[src/rtl/btok_pkg.sv]
// btok_pkg: shared types, character codes, token kinds and byte classes
// for the byte stream tokenizer. No dependencies.
package btok_pkg;

  // Front queue between classifier and scanner
  localparam int QDEPTH = 4;
  localparam int QPTR_W = $clog2(QDEPTH);
  localparam int QCNT_W = $clog2(QDEPTH + 1);

  // Token output queue
  localparam int ODEPTH = 4;
  localparam int OPTR_W = $clog2(ODEPTH);
  localparam int OCNT_W = $clog2(ODEPTH + 1);

  // Output field width of token_length
  localparam int TOKLEN_W = 16;

  // Character codes
  localparam logic [7:0] CH_NUL    = 8'h00;
  localparam logic [7:0] CH_TAB    = 8'h09;
  localparam logic [7:0] CH_SPACE  = 8'h20;
  localparam logic [7:0] CH_BANG   = 8'h21;
  localparam logic [7:0] CH_QUOTE  = 8'h22;
  localparam logic [7:0] CH_APOS   = 8'h27;
  localparam logic [7:0] CH_LPAREN = 8'h28;
  localparam logic [7:0] CH_RPAREN = 8'h29;
  localparam logic [7:0] CH_COMMA  = 8'h2C;
  localparam logic [7:0] CH_DOT    = 8'h2E;
  localparam logic [7:0] CH_ZERO   = 8'h30;
  localparam logic [7:0] CH_NINE   = 8'h39;
  localparam logic [7:0] CH_COLON  = 8'h3A;
  localparam logic [7:0] CH_SEMI   = 8'h3B;
  localparam logic [7:0] CH_LBRACK = 8'h5B;
  localparam logic [7:0] CH_BSLASH = 8'h5C;
  localparam logic [7:0] CH_RBRACK = 8'h5D;
  localparam logic [7:0] CH_LBRACE = 8'h7B;
  localparam logic [7:0] CH_RBRACE = 8'h7D;

  // Token kinds
  localparam logic [4:0] KIND_NUMBER = 5'd0;
  localparam logic [4:0] KIND_LPAREN = 5'd1;
  localparam logic [4:0] KIND_RPAREN = 5'd2;
  localparam logic [4:0] KIND_LBRACK = 5'd3;
  localparam logic [4:0] KIND_RBRACK = 5'd4;
  localparam logic [4:0] KIND_LBRACE = 5'd5;
  localparam logic [4:0] KIND_RBRACE = 5'd6;
  localparam logic [4:0] KIND_DOT    = 5'd7;
  localparam logic [4:0] KIND_COMMA  = 5'd8;
  localparam logic [4:0] KIND_BANG   = 5'd9;
  localparam logic [4:0] KIND_COLON  = 5'd10;
  localparam logic [4:0] KIND_SEMI   = 5'd11;
  localparam logic [4:0] KIND_CHAR   = 5'd12;
  localparam logic [4:0] KIND_STRING = 5'd13;
  localparam logic [4:0] KIND_SPACE  = 5'd14;
  localparam logic [4:0] KIND_END    = 5'd15;
  localparam logic [4:0] KIND_ERROR  = 5'd16;

  // Byte classes
  localparam logic [2:0] CLS_ZERO   = 3'd0;
  localparam logic [2:0] CLS_DIGIT  = 3'd1;
  localparam logic [2:0] CLS_BLANK  = 3'd2;
  localparam logic [2:0] CLS_QUOTE  = 3'd3;
  localparam logic [2:0] CLS_APOS   = 3'd4;
  localparam logic [2:0] CLS_BSLASH = 3'd5;
  localparam logic [2:0] CLS_PUNCT  = 3'd6;
  localparam logic [2:0] CLS_OTHER  = 3'd7;

  // Classified byte
  typedef struct packed {
    logic [2:0] cls;
    logic [4:0] kind;  // punctuation kind, meaningful for CLS_PUNCT
  } entry_t;

  // Front to back word
  typedef struct packed {
    logic   valid;
    entry_t entry;
  } fe_word_t;

  // One token word
  typedef struct packed {
    logic [4:0]          kind;
    logic [31:0]         start;
    logic [TOKLEN_W-1:0] length;
    logic [31:0]         number;
    logic                last;
  } token_t;

  // Single-byte punctuation lookup, KIND_NUMBER means none
  function automatic logic [4:0] punct_kind(input logic [7:0] b);
    logic [4:0] k;
    case (b)
      CH_LPAREN: k = KIND_LPAREN;
      CH_RPAREN: k = KIND_RPAREN;
      CH_LBRACK: k = KIND_LBRACK;
      CH_RBRACK: k = KIND_RBRACK;
      CH_LBRACE: k = KIND_LBRACE;
      CH_RBRACE: k = KIND_RBRACE;
      CH_DOT:    k = KIND_DOT;
      CH_COMMA:  k = KIND_COMMA;
      CH_BANG:   k = KIND_BANG;
      CH_COLON:  k = KIND_COLON;
      CH_SEMI:   k = KIND_SEMI;
      default:   k = KIND_NUMBER;
    endcase
    return k;
  endfunction

  function automatic entry_t classify(input logic [7:0] b);
    entry_t e;
    e.kind = punct_kind(b);
    if (b == CH_NUL)                        e.cls = CLS_ZERO;
    else if (b >= CH_ZERO && b <= CH_NINE)  e.cls = CLS_DIGIT;
    else if (b == CH_SPACE || b == CH_TAB)  e.cls = CLS_BLANK;
    else if (b == CH_QUOTE)                 e.cls = CLS_QUOTE;
    else if (b == CH_APOS)                  e.cls = CLS_APOS;
    else if (b == CH_BSLASH)                e.cls = CLS_BSLASH;
    else if (e.kind != KIND_NUMBER)         e.cls = CLS_PUNCT;
    else                                    e.cls = CLS_OTHER;
    return e;
  endfunction

endpackage

[src/rtl/btok_front.sv]
// btok_front: accepts text bytes, classifies them and holds them in a
// short queue for the scanner. Depends on btok_pkg.
module btok_front import btok_pkg::*; (
  input  logic       clk,
  input  logic       rst,
  input  logic [7:0] text_byte,
  input  logic       push,
  output logic       full,
  output fe_word_t   fe,
  input  logic       take
);

  entry_t              q [QDEPTH];
  logic [QPTR_W-1:0]   wp, rp;
  logic [QCNT_W-1:0]   cnt;
  logic                wr, rd;

  assign full = (cnt == QCNT_W'(QDEPTH));
  assign wr   = push && !full;
  assign rd   = take && (cnt != '0);

  // Head word to the scanner
  assign fe.valid = (cnt != '0);
  assign fe.entry = q[rp];

  // Queue storage
  always_ff @(posedge clk) begin
    if (wr) q[wp] <= classify(text_byte);
  end

  // Pointers and fill count; depth is a power of two so pointers wrap
  always_ff @(posedge clk) begin
    if (rst) begin
      wp  <= '0;
      rp  <= '0;
      cnt <= '0;
    end else begin
      if (wr) wp <= wp + QPTR_W'(1);
      if (rd) rp <= rp + QPTR_W'(1);
      cnt <= cnt + QCNT_W'(wr) - QCNT_W'(rd);
    end
  end

endmodule

[src/rtl/btok_back.sv]
// btok_back: scanner state machine and token queue. Takes one classified byte
// per cycle if two slots are free and writes up to two tokens. Depends on btok_pkg.
module btok_back import btok_pkg::*; #(
  parameter int LENGTH_BITS = 16
) (
  input  logic        clk,
  input  logic        rst,
  input  fe_word_t    fe,
  output logic        take,
  input  logic        pop,
  output logic        empty,
  output logic [4:0]  token_kind,
  output logic [31:0] token_start,
  output logic [15:0] token_length,
  output logic [31:0] token_number,
  output logic        last_of_run
);

  localparam logic [2:0] MODE_IDLE   = 3'd0;
  localparam logic [2:0] MODE_NUMBER = 3'd1;
  localparam logic [2:0] MODE_SPACE  = 3'd2;
  localparam logic [2:0] MODE_STRING = 3'd3;
  localparam logic [2:0] MODE_CHAR1  = 3'd4;
  localparam logic [2:0] MODE_CHAR2  = 3'd5;

  localparam int OUT_W = (LENGTH_BITS < TOKLEN_W) ? LENGTH_BITS : TOKLEN_W;
  localparam logic [LENGTH_BITS-1:0] LEN_MAX = '1;

  // Scanner registers
  logic [2:0]             mode, mode_next;
  logic [LENGTH_BITS-1:0] len, len_next;
  logic [31:0]            start, start_next;
  logic [31:0]            off, off_next;
  logic [31:0]            cnt, cnt_next;
  logic                   bsl, bsl_next;

  // Token slots: A closes a pending run, B comes from the idle decode
  logic                   a_vld, b_vld;
  logic [4:0]             a_kind, b_kind;
  logic [31:0]            a_start, b_start;
  logic [LENGTH_BITS-1:0] a_len, b_len, len_up;
  logic                   from_idle, end_seen;
  logic [2:0]             cls;
  token_t                 tok_a, tok_b;

  // Output queue
  token_t                 ob [ODEPTH];
  logic [OPTR_W-1:0]      owp, orp;
  logic [OCNT_W-1:0]      ocnt;
  logic [1:0]             n_wr;
  logic                   rd;

  function automatic logic [TOKLEN_W-1:0] len_out(input logic [LENGTH_BITS-1:0] v);
    return TOKLEN_W'(v[OUT_W-1:0]);
  endfunction

  assign cls    = fe.entry.cls;
  assign len_up = (len == LEN_MAX) ? len : len + LENGTH_BITS'(1);

  // Scanner next state and tokens
  always_comb begin
    mode_next  = mode;
    len_next   = len;
    start_next = start;
    off_next   = off;
    cnt_next   = cnt;
    bsl_next   = bsl;
    a_vld      = 1'b0;
    a_kind     = KIND_ERROR;
    a_start    = start;
    a_len      = len;
    b_vld      = 1'b0;
    b_kind     = KIND_ERROR;
    b_start    = off;
    b_len      = LENGTH_BITS'(1);
    from_idle  = 1'b0;
    end_seen   = 1'b0;

    case (mode)
      MODE_NUMBER, MODE_SPACE: begin
        if ((mode == MODE_NUMBER) ? (cls == CLS_DIGIT) : (cls == CLS_BLANK)) begin
          len_next = len_up;
        end else begin
          a_vld     = 1'b1;
          a_kind    = (mode == MODE_NUMBER) ? KIND_NUMBER : KIND_SPACE;
          from_idle = 1'b1;
        end
      end
      MODE_STRING: begin
        if (cls == CLS_ZERO) begin
          a_vld     = 1'b1;
          from_idle = 1'b1;
        end else begin
          len_next = len_up;
          if (bsl && cls == CLS_QUOTE) begin
            bsl_next = 1'b0;
          end else if (cls == CLS_QUOTE) begin
            bsl_next  = 1'b0;
            a_vld     = 1'b1;
            a_kind    = KIND_STRING;
            a_len     = len_up;
            mode_next = MODE_IDLE;
          end else begin
            bsl_next = (cls == CLS_BSLASH);
          end
        end
      end
      MODE_CHAR1, MODE_CHAR2: begin
        if (cls == CLS_ZERO) begin
          a_vld     = 1'b1;
          from_idle = 1'b1;
        end else if (mode == MODE_CHAR1) begin
          len_next  = len_up;
          mode_next = MODE_CHAR2;
        end else begin
          len_next  = len_up;
          a_vld     = 1'b1;
          a_kind    = (cls == CLS_APOS) ? KIND_CHAR : KIND_ERROR;
          a_len     = len_up;
          mode_next = MODE_IDLE;
        end
      end
      default: begin
        from_idle = 1'b1;
      end
    endcase

    // Decode from idle
    if (from_idle) begin
      mode_next  = MODE_IDLE;
      start_next = off;
      len_next   = LENGTH_BITS'(1);
      case (cls)
        CLS_ZERO: begin
          b_vld    = 1'b1;
          b_kind   = KIND_END;
          b_len    = '0;
          end_seen = 1'b1;
        end
        CLS_DIGIT:  mode_next = MODE_NUMBER;
        CLS_BLANK:  mode_next = MODE_SPACE;
        CLS_QUOTE: begin
          mode_next = MODE_STRING;
          bsl_next  = 1'b0;
        end
        CLS_APOS:   mode_next = MODE_CHAR1;
        CLS_PUNCT: begin
          b_vld  = 1'b1;
          b_kind = fe.entry.kind;
        end
        default: begin
          b_vld  = 1'b1;
          b_kind = KIND_ERROR;
        end
      endcase
    end

    // Counters; end of text restarts everything
    if (end_seen) begin
      mode_next  = MODE_IDLE;
      len_next   = '0;
      start_next = '0;
      off_next   = '0;
      cnt_next   = '0;
      bsl_next   = 1'b0;
    end else begin
      off_next = off + 32'd1;
      cnt_next = cnt + 32'(a_vld) + 32'(b_vld);
    end
  end

  // Token words
  always_comb begin
    tok_a.kind   = a_kind;
    tok_a.start  = a_start;
    tok_a.length = len_out(a_len);
    tok_a.number = cnt + 32'd1;
    tok_a.last   = !b_vld;
    tok_b.kind   = b_kind;
    tok_b.start  = b_start;
    tok_b.length = len_out(b_len);
    tok_b.number = a_vld ? cnt + 32'd2 : cnt + 32'd1;
    tok_b.last   = 1'b1;
  end

  // Take a byte only when two output slots are free
  assign take  = fe.valid && (ocnt <= OCNT_W'(ODEPTH - 2));
  assign n_wr  = take ? (2'(a_vld) + 2'(b_vld)) : 2'd0;
  assign empty = (ocnt == '0);
  assign rd    = pop && !empty;

  // Scanner state
  always_ff @(posedge clk) begin
    if (rst) begin
      mode  <= MODE_IDLE;
      len   <= '0;
      start <= '0;
      off   <= '0;
      cnt   <= '0;
      bsl   <= 1'b0;
    end else if (take) begin
      mode  <= mode_next;
      len   <= len_next;
      start <= start_next;
      off   <= off_next;
      cnt   <= cnt_next;
      bsl   <= bsl_next;
    end
  end

  // Output queue storage, tokens written in order
  always_ff @(posedge clk) begin
    if (take) begin
      if (a_vld) ob[owp] <= tok_a;
      if (b_vld) ob[a_vld ? owp + OPTR_W'(1) : owp] <= tok_b;
    end
  end

  // Output queue pointers
  always_ff @(posedge clk) begin
    if (rst) begin
      owp  <= '0;
      orp  <= '0;
      ocnt <= '0;
    end else begin
      owp  <= owp + OPTR_W'(n_wr);
      if (rd) orp <= orp + OPTR_W'(1);
      ocnt <= ocnt + OCNT_W'(n_wr) - OCNT_W'(rd);
    end
  end

  // Head token on the ports
  assign token_kind   = ob[orp].kind;
  assign token_start  = ob[orp].start;
  assign token_length = ob[orp].length;
  assign token_number = ob[orp].number;
  assign last_of_run  = ob[orp].last;

  // Checks
  a_ocnt_bound: assert property (@(posedge clk) disable iff (rst)
    ocnt <= OCNT_W'(ODEPTH))
    else $error("token queue overfilled");

  a_end_restart: assert property (@(posedge clk) disable iff (rst)
    (take && cls == CLS_ZERO) |=> (mode == MODE_IDLE && off == '0 && cnt == '0))
    else $error("scanner did not restart after end of text");

  a_tok_visible: assert property (@(posedge clk) disable iff (rst)
    (take && (a_vld || b_vld)) |=> !empty)
    else $error("written token not visible");

  a_mode_legal: assert property (@(posedge clk) disable iff (rst)
    mode <= MODE_CHAR2)
    else $error("scanner mode out of range");

endmodule

[src/rtl/byte_stream_tokenizer.sv]
// byte_stream_tokenizer: one text byte per cycle in while not full, tokens out
// through a queue. Bytes are registered in the byte queue, tokens in the token queue.
// Throughput: one byte per cycle while two queue slots are free; a byte that closes a run
// and gives a second token needs two result pops, set by the single-read token queue.
// Reset: synchronous active-high rst empties both queues and returns the scanner
// to idle with offset, token count and run length at zero.
module byte_stream_tokenizer import btok_pkg::*; #(
  parameter int LENGTH_BITS = 16
) (
  input  logic        clk,
  input  logic        rst,
  input  logic [7:0]  text_byte,
  input  logic        push,
  output logic        full,
  output logic [4:0]  token_kind,
  output logic [31:0] token_start,
  output logic [15:0] token_length,
  output logic [31:0] token_number,
  output logic        last_of_run,
  output logic        empty,
  input  logic        pop
);

  fe_word_t fe;
  logic     take;

  // Classifier and byte queue
  btok_front u_front (
    .clk       (clk),
    .rst       (rst),
    .text_byte (text_byte),
    .push      (push),
    .full      (full),
    .fe        (fe),
    .take      (take)
  );

  // Scanner and token queue
  btok_back #(
    .LENGTH_BITS (LENGTH_BITS)
  ) u_back (
    .clk          (clk),
    .rst          (rst),
    .fe           (fe),
    .take         (take),
    .pop          (pop),
    .empty        (empty),
    .token_kind   (token_kind),
    .token_start  (token_start),
    .token_length (token_length),
    .token_number (token_number),
    .last_of_run  (last_of_run)
  );

endmodule

[config.mk]
export PLATFORM = sky130hd
export DESIGN_NAME = byte_stream_tokenizer
export DESIGN_NICKNAME = d
export VERILOG_FILES = /design/src/rtl/btok_pkg.sv /design/src/rtl/btok_front.sv /design/src/rtl/btok_back.sv /design/src/rtl/byte_stream_tokenizer.sv
export SDC_FILE = /design/constraint.sdc
export NUM_CORES = 1
export LEC_CHECK = 0
export BUFFER_PORTS_ARGS = -buffer_cell sky130_fd_sc_hd__buf_2
export CAP_MARGIN = 25
export CORE_UTILIZATION = 45
export CTS_CLUSTER_DIAMETER = 150
export DETAILED_ROUTE_END_ITERATION = 8
export PLACE_DENSITY_LB_ADDON = 0.25
export SLEW_MARGIN = 10
export SYNTH_ARGS = -nofsm -noshare
export SYNTH_HDL_FRONTEND = slang
export SYNTH_SLANG_ARGS = --single-unit
[constraint.sdc]
create_clock -name clk -period 4.4 [get_ports clk]
set_input_delay 0.22 -clock clk [delete_from_list [all_inputs] [get_ports clk]]
set_output_delay 0.22 -clock clk [all_outputs]
set_load 0.005 [all_outputs]
**Yosys cells after proc, flatten, opt, wreduce, memory -nomap -nowiden**

Memory sizes are Yosys's and may differ from the RTL's. A register that Yosys moved wholly into a read port is not among the register bits.
Index checks and enable logic that the tools add are counted.

- $mul: 0
- Equality and inequality tests: 35
- Reduce and logical (&&, ||, !) cells: 25
- Shifts and indexed selects: 0
- Bitwise gates (word level): 0
- Order comparisons: 3
- Divide/modulo/power cells: 0
- Add/subtract/negate cells: 16
- Mux-type cells: 83

Operators by type and width:

| operator | count |
|---|---|
| 2-to-1 mux 16 bit | 11 |
| 2-to-1 mux 32 bit | 5 |
| equality test 8 x 6 -> 1 bit, second input constant | 10 |
| adder 32 x 1 -> 32 bit | 2 |
| adder 32 x 1 -> 32 bit, second input constant | 2 |
| case mux 16 bit (2 select lines) | 2 |
| 2-to-1 mux 5 bit | 9 |
| case mux 4 bit (11 select lines) | 1 |
| 2-to-1 mux 3 bit | 14 |
| equality test 8 x 7 -> 1 bit, second input constant | 5 |
| adder 32 x 2 -> 32 bit, second input constant | 1 |
| 2-to-1 mux 1 bit | 28 |
| equality test 3 bit, second input constant | 6 |
| adder 16 x 1 -> 16 bit, second input constant | 1 |
| equality test 16 bit, second input constant | 1 |
| != test 4 x 2 -> 1 bit, second input constant | 4 |
| case mux 5 bit (3 select lines) | 1 |
| equality test 3 x 2 -> 1 bit, second input constant | 4 |
| 2-to-1 mux 2 bit | 6 |
| case mux 3 bit (4 select lines) | 1 |
| case mux 5 bit (2 select lines) | 1 |
| adder 2 x 1 -> 2 bit, second input constant | 4 |
| equality test 8 x 4 -> 1 bit, second input constant | 1 |
| greater-or-equal comparator 8 x 6 -> 1 bit, second input constant | 1 |
| 28 further kinds | 41 |

- Word-level logic and storage cells: 176
- Bits in latches: 0
- RAM bits: 376
- Memories kept: 2
- Bits in read-only memories: 0
- Flip-flop bits (word level): 130
- Output and inout port bits: 88
- Input bits: 12

Memory list:

| name | words | bits a word | read ports | clocked after memory_dff | write ports | RTL line | source |
|---|---|---|---|---|---|---|---|
| u_back.ob | 4 | 86 | 1 | 1 | 2 | btok_back.sv:47 | `token_t ob [ODEPTH];` |
| u_front.q | 4 | 8 | 1 | 1 | 1 | btok_front.sv:13 | `entry_t q [QDEPTH];` |

**Longest topological paths before layout**

Gate-level depths: netlist (run 1).

- Depth after elaboration: 13
- Gate-level depth with buffers: 16
- Gate-level depth less buffers: 13

**Modules after synthesis**

A second synthesis (run 1) with hierarchy kept.

- Cells, all modules: 2,365
- Area total of the unflattened synthesis: 25,796.0 sq um

By module, submodules not included:

| module | instances | cells each | sequential area each (sq um) | area each (sq um) |
|---|---|---|---|---|
| btok_back | 1 | 2,221 | 12,191.7 | 23,955.5 |
| btok_front | 1 | 144 | 1,021.0 | 1,840.5 |

**Worst setup path before layout (run 1)**

OpenSTA, ideal clock, no wires.

- Kind: reg2reg
- From: register (tool-made name)
- To: memory u_back.ob[1][10] in the netlist's numbering, enable pin
- Library setup time: 424 ps
- Arrival: 4,142 ps
- Stages on the path, launching flop included: 13
- Slack: -166 ps
- Buffers on the path: 5
- Required time: 3,976 ps
- Clock period less this slack: 4,566 ps
- Path through: dfxtp_1 > buf_6 > mux4_2 > or3_1 > buf_2 > or2_1 > buf_6 > a31oi_4 > a21o_1 > buf_2 > nor2_4 > buf_2 > inv_1

RTL lines:

| element | RTL line |
|---|---|
| end, declared | btok_back.sv:47 |

==> results of run 1 <==
## worst max-delay path, cell delays in order, from the launching register on
cell and delay, ns:
dfxtp_1 0.62, mux4_2 0.59, or3_1 0.42, buf_4 0.21, nand2_1 0.14, inv_1 0.08
fa_1 0.48, inv_1 0.11, ha_1 0.26, nand3_1 0.29, nor2_1 0.29, nand2_1 0.12
xor2_1 0.17, nor2_1 0.06
## cell families after synthesis
kind of cell	after synthesis
AOI/OAI and AO/OA	528
xor gates and xnor gates	106
muxes	116
buffers and inverters	263
and+or+nand+nor	1103
adders and majority gates	23
DFF	506
## placed cells by master (no fill, tap or decap), drive strengths merged, types with 19 or more instances in the layout
| cell type | n |
|---|---|
| o22ai | 19 |
| and3 | 19 |
| nand2 | 491 |
| dfxtp | 198 |
| o21ai | 191 |
| ha | 20 |
| xnor2 | 55 |
| nor3 | 37 |
| mux4 | 94 |
| buf | 172 |
| and2 | 21 |
| inv | 41 |
| nor4 | 21 |
| xor2 | 51 |
| clkbuf | 78 |
| a211oi | 24 |
| nand4 | 23 |
| nor2 | 200 |
| or3 | 39 |
| edfxtp | 308 |
| nand3 | 204 |
| a21oi | 193 |
## final cells by class
class / instances / area share (%)
Sequential cell: 506 / 45.5
Timing Repair Buffer: 172 / 4.11
Clock inverter: 20 / 0.711
Clock buffer: 78 / 5.44
Inverter: 45 / 0.625
Multi-Input combinational cell: 1876 / 40.3
Tap cell: 756 / 3.26
## metal layers
layer  track usage (%)  vias up  share of wire [%]
li1                  -     9554                  -
met1              35.0    10200                 42
met2              42.4     1015                 48
met3              2.99      139                7.7
met4              8.64        0                2.7
met5                 0        -                  0
## worst paths after layout
| check | slack, ns | end | startpoint |
|---|---|---|---|
| max | 0.45 | u_back.cnt[24] | flop |
| min | 0.12 | u_front.q[3][0] | text_byte[7] |
| max reg2reg | 0.45 | u_back.cnt[24] | flop |
| min reg2reg | 0.46 | u_back.ob[3][45] | u_back.ob[3][45] |
## registers in the layout, indices dropped and copies added, names as in the netlist, 3 cells and up, named ones only
name / flops
u_back.ocnt: 3
u_back.a_start: 32
u_back.len: 16
u_back.mode: 3
u_back.ob: 344
u_front.q: 28
u_front.cnt: 3
u_back.cnt: 32
u_back.b_start: 32
## power groups by stage
stage | clock (µW) | combinational (µW) | sequential [µW]
after floorplan | 0 | 3570 | 6560
after global placement | 0 | 5820 | 6750
after detailed placement | 0 | 5890 | 6820
after CTS | 4640 | 5910 | 6730
after global routing | 4820 | 6290 | 6830
final | 4600 | 5910 | 6720
## per-stage QoR
step	area, µm²	total power [µW]	worst slack, ns
floorplan	26000	10100	0.0158
global placement	27200	12600	0.587
detailed placement	27200	12700	0.463
CTS	29000	17300	0.456
global route	29000	17900	0.152
finish	29000	17200	0.452
==> flow_summary.ini, run 1 <==
[clock_network]
clock_path_buffers = 3
cts_setup_buffers = 0
hold_buffers = 0
cts_inserted_buffers = 53
cts_sinks = 506
htree_levels = 2
worstSkewPairLatency_ns = 0.62
cts-resized-gates = 0
cts_tree = yes
clk_pin_slew_worst_paths_ns = 0.06
cts_root_buf = clkbuf_16

[setup_path]
crit_path_max_fanout = 9
start_kind = flop
worstSetupPathType = reg -> reg
critPathCaptureType = flop
r2r_cells = 13
crit_required_ns = 4.89
arrival_ns = 4.43

[timing]
timing.fmax_mhz = 253
min_period_ns = 3.95
timing.hold.ws_ns = 0.125
slew_violations = 0
finalSetupViolCount = 0
rsz0062_at_grt = false
slew_headroom_pct = 36.8
hold_viol_final = 0
setup_tns_ns = 0
finalCritPeriodShare_pct = 89.7
tightest_slew_ns = 0.944
clock_skew_ns = 0.0280

[floorplan]
core-area_mm2 = 0.0567
die_x_um = 242
die_y_um = 242
rows = 87
io_pins = 100
initial_core_util_pct = 45.8
dieArea_mm2 = 0.0587

[detailed_routing]
drtIter0Drc = 2338
drc_errors = 0
drt-total-wl_um = 76300
vias = 20900
vias_per_cell = 6.04
dr.pass1.iters = 8
wl_per_cell_um = 22.1
ant_nets = 0

[global_route]
antenna_found_initial = 0
grt_overflow = 0
grt_max_degree = 92
grt_use_total_pct = 25.6
grt_pass1_wl_um = 118000
grt_pass1_vias = 20100

[hold_path]
hp-class = in -> reg
whs_path_depth = 2

[power]
pwr_density_cell_mw_per_mm2 = 593
power_frac_seq_pct = 39.0
comb_power_share_pct = 34.3
leakage_uw = 0.00968
ir_worst_vdd_uv = 631
p_sw_share_pct = 36.5
switchingPower_uw = 6280
pwr-share-clk_pct = 26.7
intPower_uw = 11000

[synthesis]
netlist_area_mm2 = 0.0260
synth_most_common_cell = nand2_1
synth.mux.area_fraction_pct = 9.03
avgSynthCellArea_um2 = 9.82
synth_cells = 2645
synth-simple-area-share_pct = 19.1
ys_async_sr_fraction_pct = 0
ys_warn_count = 0
synth_top_area_share_pct = 35.6
ys.flop_type = edfxtp_1
synth_edf_count = 308
synth_compound_area_share_pct = 11.9
synth_fp_nets = 2680
yosys.area_share.xor_xnor_pct = 3.58
ys_ff_latch = 506
ys_seq_area_share_pct = 50.9
synth_top_cell_by_area = edfxtp_1
yosysUniqueCellTypes = 75
synth_fa_ha_area_share_pct = 1.20
synth_top_family_by_area = simple AND/OR/NAND/NOR gates
synthTopCellsByArea = edfxtp_1, dfxtp_1, mux4_2
ys_top_cells_by_count = nand2_1, edfxtp_1, nand3_1

[placement]
hpwlAfterDp_um = 47000
numPortBuffers = 99
dp.cells = 3354
gp_congestion = 0.931

[finish]
fillerInstances = 5001
layout-drive-gt1-share_pct = 14.8
utilization_pct = 51.2
regArea_mm2 = 0.0132
layout.nets = 2689
syn2layout_area_growth_pct = 11.8
fin_cells = 3453
multi_input_area_mm2 = 0.0117
diodes = 0

[job]
max-cap-violations = 0

[outcome]
outcome = complete, no violations
Power figures use the tool's default switching activity.
==> run 2: changes to the inputs <==
--- a/config.mk
+++ b/config.mk
@@ -5,11 +5,11 @@
 export SDC_FILE = /design/constraint.sdc
 export NUM_CORES = 1
 export LEC_CHECK = 0
-export BUFFER_PORTS_ARGS = -buffer_cell sky130_fd_sc_hd__buf_2
 export CAP_MARGIN = 25
-export CORE_UTILIZATION = 45
+export CORE_UTILIZATION = 58
 export CTS_CLUSTER_DIAMETER = 150
 export DETAILED_ROUTE_END_ITERATION = 8
+export DONT_BUFFER_PORTS = 1
 export PLACE_DENSITY_LB_ADDON = 0.25
 export SLEW_MARGIN = 10
 export SYNTH_ARGS = -nofsm -noshare
==> flow_summary.ini, run 2 (synthesis gave the netlist of run 1 again) <==
[hold_path]
whs_path_depth = 2
min_to = u_front.q[2][3]
hp-class = in -> reg
hp-start = text_byte[4]

[detailed_routing]
drtIter0Drc = 2318
dr.pass1.iters = 7
wl_per_cell_um = 22.8
vias_per_cell = 6.51
ant_nets = 0
vias = 20800
drt-total-wl_um = 72900
drc_errors = 0

[floorplan]
core-area_mm2 = 0.0442
initial_core_util_pct = 58.7
die_y_um = 214
rows = 77
die_x_um = 214
io_pins = 100
dieArea_mm2 = 0.0456

[finish]
multi_input_area_mm2 = 0.0117
fillerInstances = 3432
largest_reg_flops = 344
syn2layout_area_growth_pct = 9.51
regArea_mm2 = 0.0132
utilization_pct = 64.3
layout_common_cells = nand2_1, edfxtp_1, nand3_1
diodes = 0
fin_cells = 3197
layout.nets = 2596
layout-drive-gt1-share_pct = 11.2
mostFrequentLayoutCell = nand2_1
top_register = u_back.ob

[placement]
dp.cells = 3091
gp_congestion = 0.985
numPortBuffers = 0
hpwlAfterDp_um = 45100

[global_route]
grtUsageMet1_pct = 43.3
grt_overflow = 0
met3_usage_pct = 5.98
grt_pass1_vias = 19900
grt_max_degree = 92
antenna_found_initial = 0
busiest_layer = met2
grt_use_total_pct = 32.4
grtUsageMet2_pct = 52.3
grt_pass1_wl_um = 113000

[setup_path]
crit_path_max_fanout = 16
crit_required_ns = 4.88
max_stage_delay_ns = 0.71
rrSetupSlack_ns = 0.41
slowest_stage = mux4_2
path_buf_inv = 2
worstSetupPathType = reg -> reg
critPathCaptureType = flop
r2r_cells = 13
crit_path_frequent_cell = nor2_1
path_cells = mux4_2, or3_1, or2_1, nand3_2, inv_2, fa_1, inv_1, ha_1, nand3_1, nor2_1, nand2_1, xor2_1, nor2_1
rr_endpoint = u_back.cnt[24]
crit_family = simple AND/OR/NAND/NOR gates
arrival_ns = 4.47
start_kind = flop

[timing]
tightest_slew_ns = 1.02
clock_skew_ns = 0.0143
slew_violations = 0
slew_headroom_pct = 31.5
finalCritPeriodShare_pct = 90.8
rsz0062_at_grt = false
timing.hold.ws_ns = 0.0229
timing.fmax_mhz = 250
min_period_ns = 3.99
finalSetupViolCount = 0
setup_tns_ns = 0
hold_viol_final = 0

[clock_network]
clock_path_buffers = 3
cts_tree = yes
worstSkewPairLatency_ns = 0.61
cts_sinks = 506
cts_setup_buffers = 0
clk_pin_slew_worst_paths_ns = 0.06
cts_root_buf = clkbuf_16
cts_inserted_buffers = 52
cts-resized-gates = 0
htree_levels = 2

[job]
max-cap-violations = 0

[power]
p_sw_share_pct = 36.4
leakage_uw = 0.00929
intPower_uw = 10600
power_frac_seq_pct = 40.4
ir_worst_vdd_uv = 479
switchingPower_uw = 6070
pwr_density_cell_mw_per_mm2 = 586
comb_power_share_pct = 32.7
pwr-share-clk_pct = 26.9

[outcome]
outcome = complete, no violations
run 2: cell types whose count changed in the layout (fill, tap and decap cells not counted), moves of 3 or more:
| cell | previous run | this run |
|---|---|---|
| buf_2 | 99 | 0 |
| dlygate4sd3_1 | 0 | 7 |
| buf_12 | 12 | 17 |
| buf_4 | 61 | 56 |
| clkbuf_1 | 11 | 15 |
| clkinv_4 | 3 | 0 |
run 2: routing by layer:
metal,part of all wire [%],up-vias
met3,9.2,180
met5,0,-
met4,3.5,0
li1,-,9376
met1,40,10100
met2,48,1129
run 2: through the flow:
step                cell area (µm²)  setup WS (ns)  total power (µW)
floorplan                     26000         0.0158             10100
global placement              26600          0.564             12000
detailed placement            26600          0.436             12200
CTS                           28400          0.396             16600
global route                  28400          0.127             17300
finish                        28400          0.406             16700
run 2: how the worst max path moves through the flow:
stage	end	cells past startpoint	startpoint	slack, ns
after floorplan	u_back.ob[2][10]	11	flop	0.02
after global placement	u_back.cnt[28]	13	flop	0.56
after detailed placement	u_back.cnt[28]	13	flop	0.44
after CTS	u_back.cnt[24]	13	flop	0.40
after global routing	u_back.cnt[28]	13	flop	0.13
final	u_back.cnt[24]	13	flop	0.41
run 2: layout make-up:
class | instances | share of cell area [%]
repair buffers | 80 | 2.92
multi-input cells | 1876 | 41.2
well taps | 592 | 2.61
inverters | 45 | 0.638
clock inverters | 20 | 0.788
flip-flops and latches | 506 | 46.5
clock buffers | 78 | 5.36
run 2: worst reg2reg max path: cells and delay by family, from the launching register on:
kind                     cells  cell delay (ns)
AND/OR/NAND/NOR              7             1.63
multiplexers                 1             0.71
adder cells (fa/ha/maj)      2             0.69
flip-flops                   1             0.51
buffers and inverters        2             0.16
XOR/XNOR                     1             0.16
run 2: power by group through the flow:
stage               Sequential (µW)  Clock (µW)  Combinational (µW)
floorplan                      6560           0                3570
global placement               6760           0                5260
detailed placement             6840           0                5360
CTS                            6740        4510                5390
global route                   6850        4700                5780
finish                         6740        4480                5450
run 2: repair_timing:
item                                    4_1_cts  5_1_grt
hold buffers                                  8        0
endpoints found under the setup margin        0        0
endpoints found under the hold margin        59        0
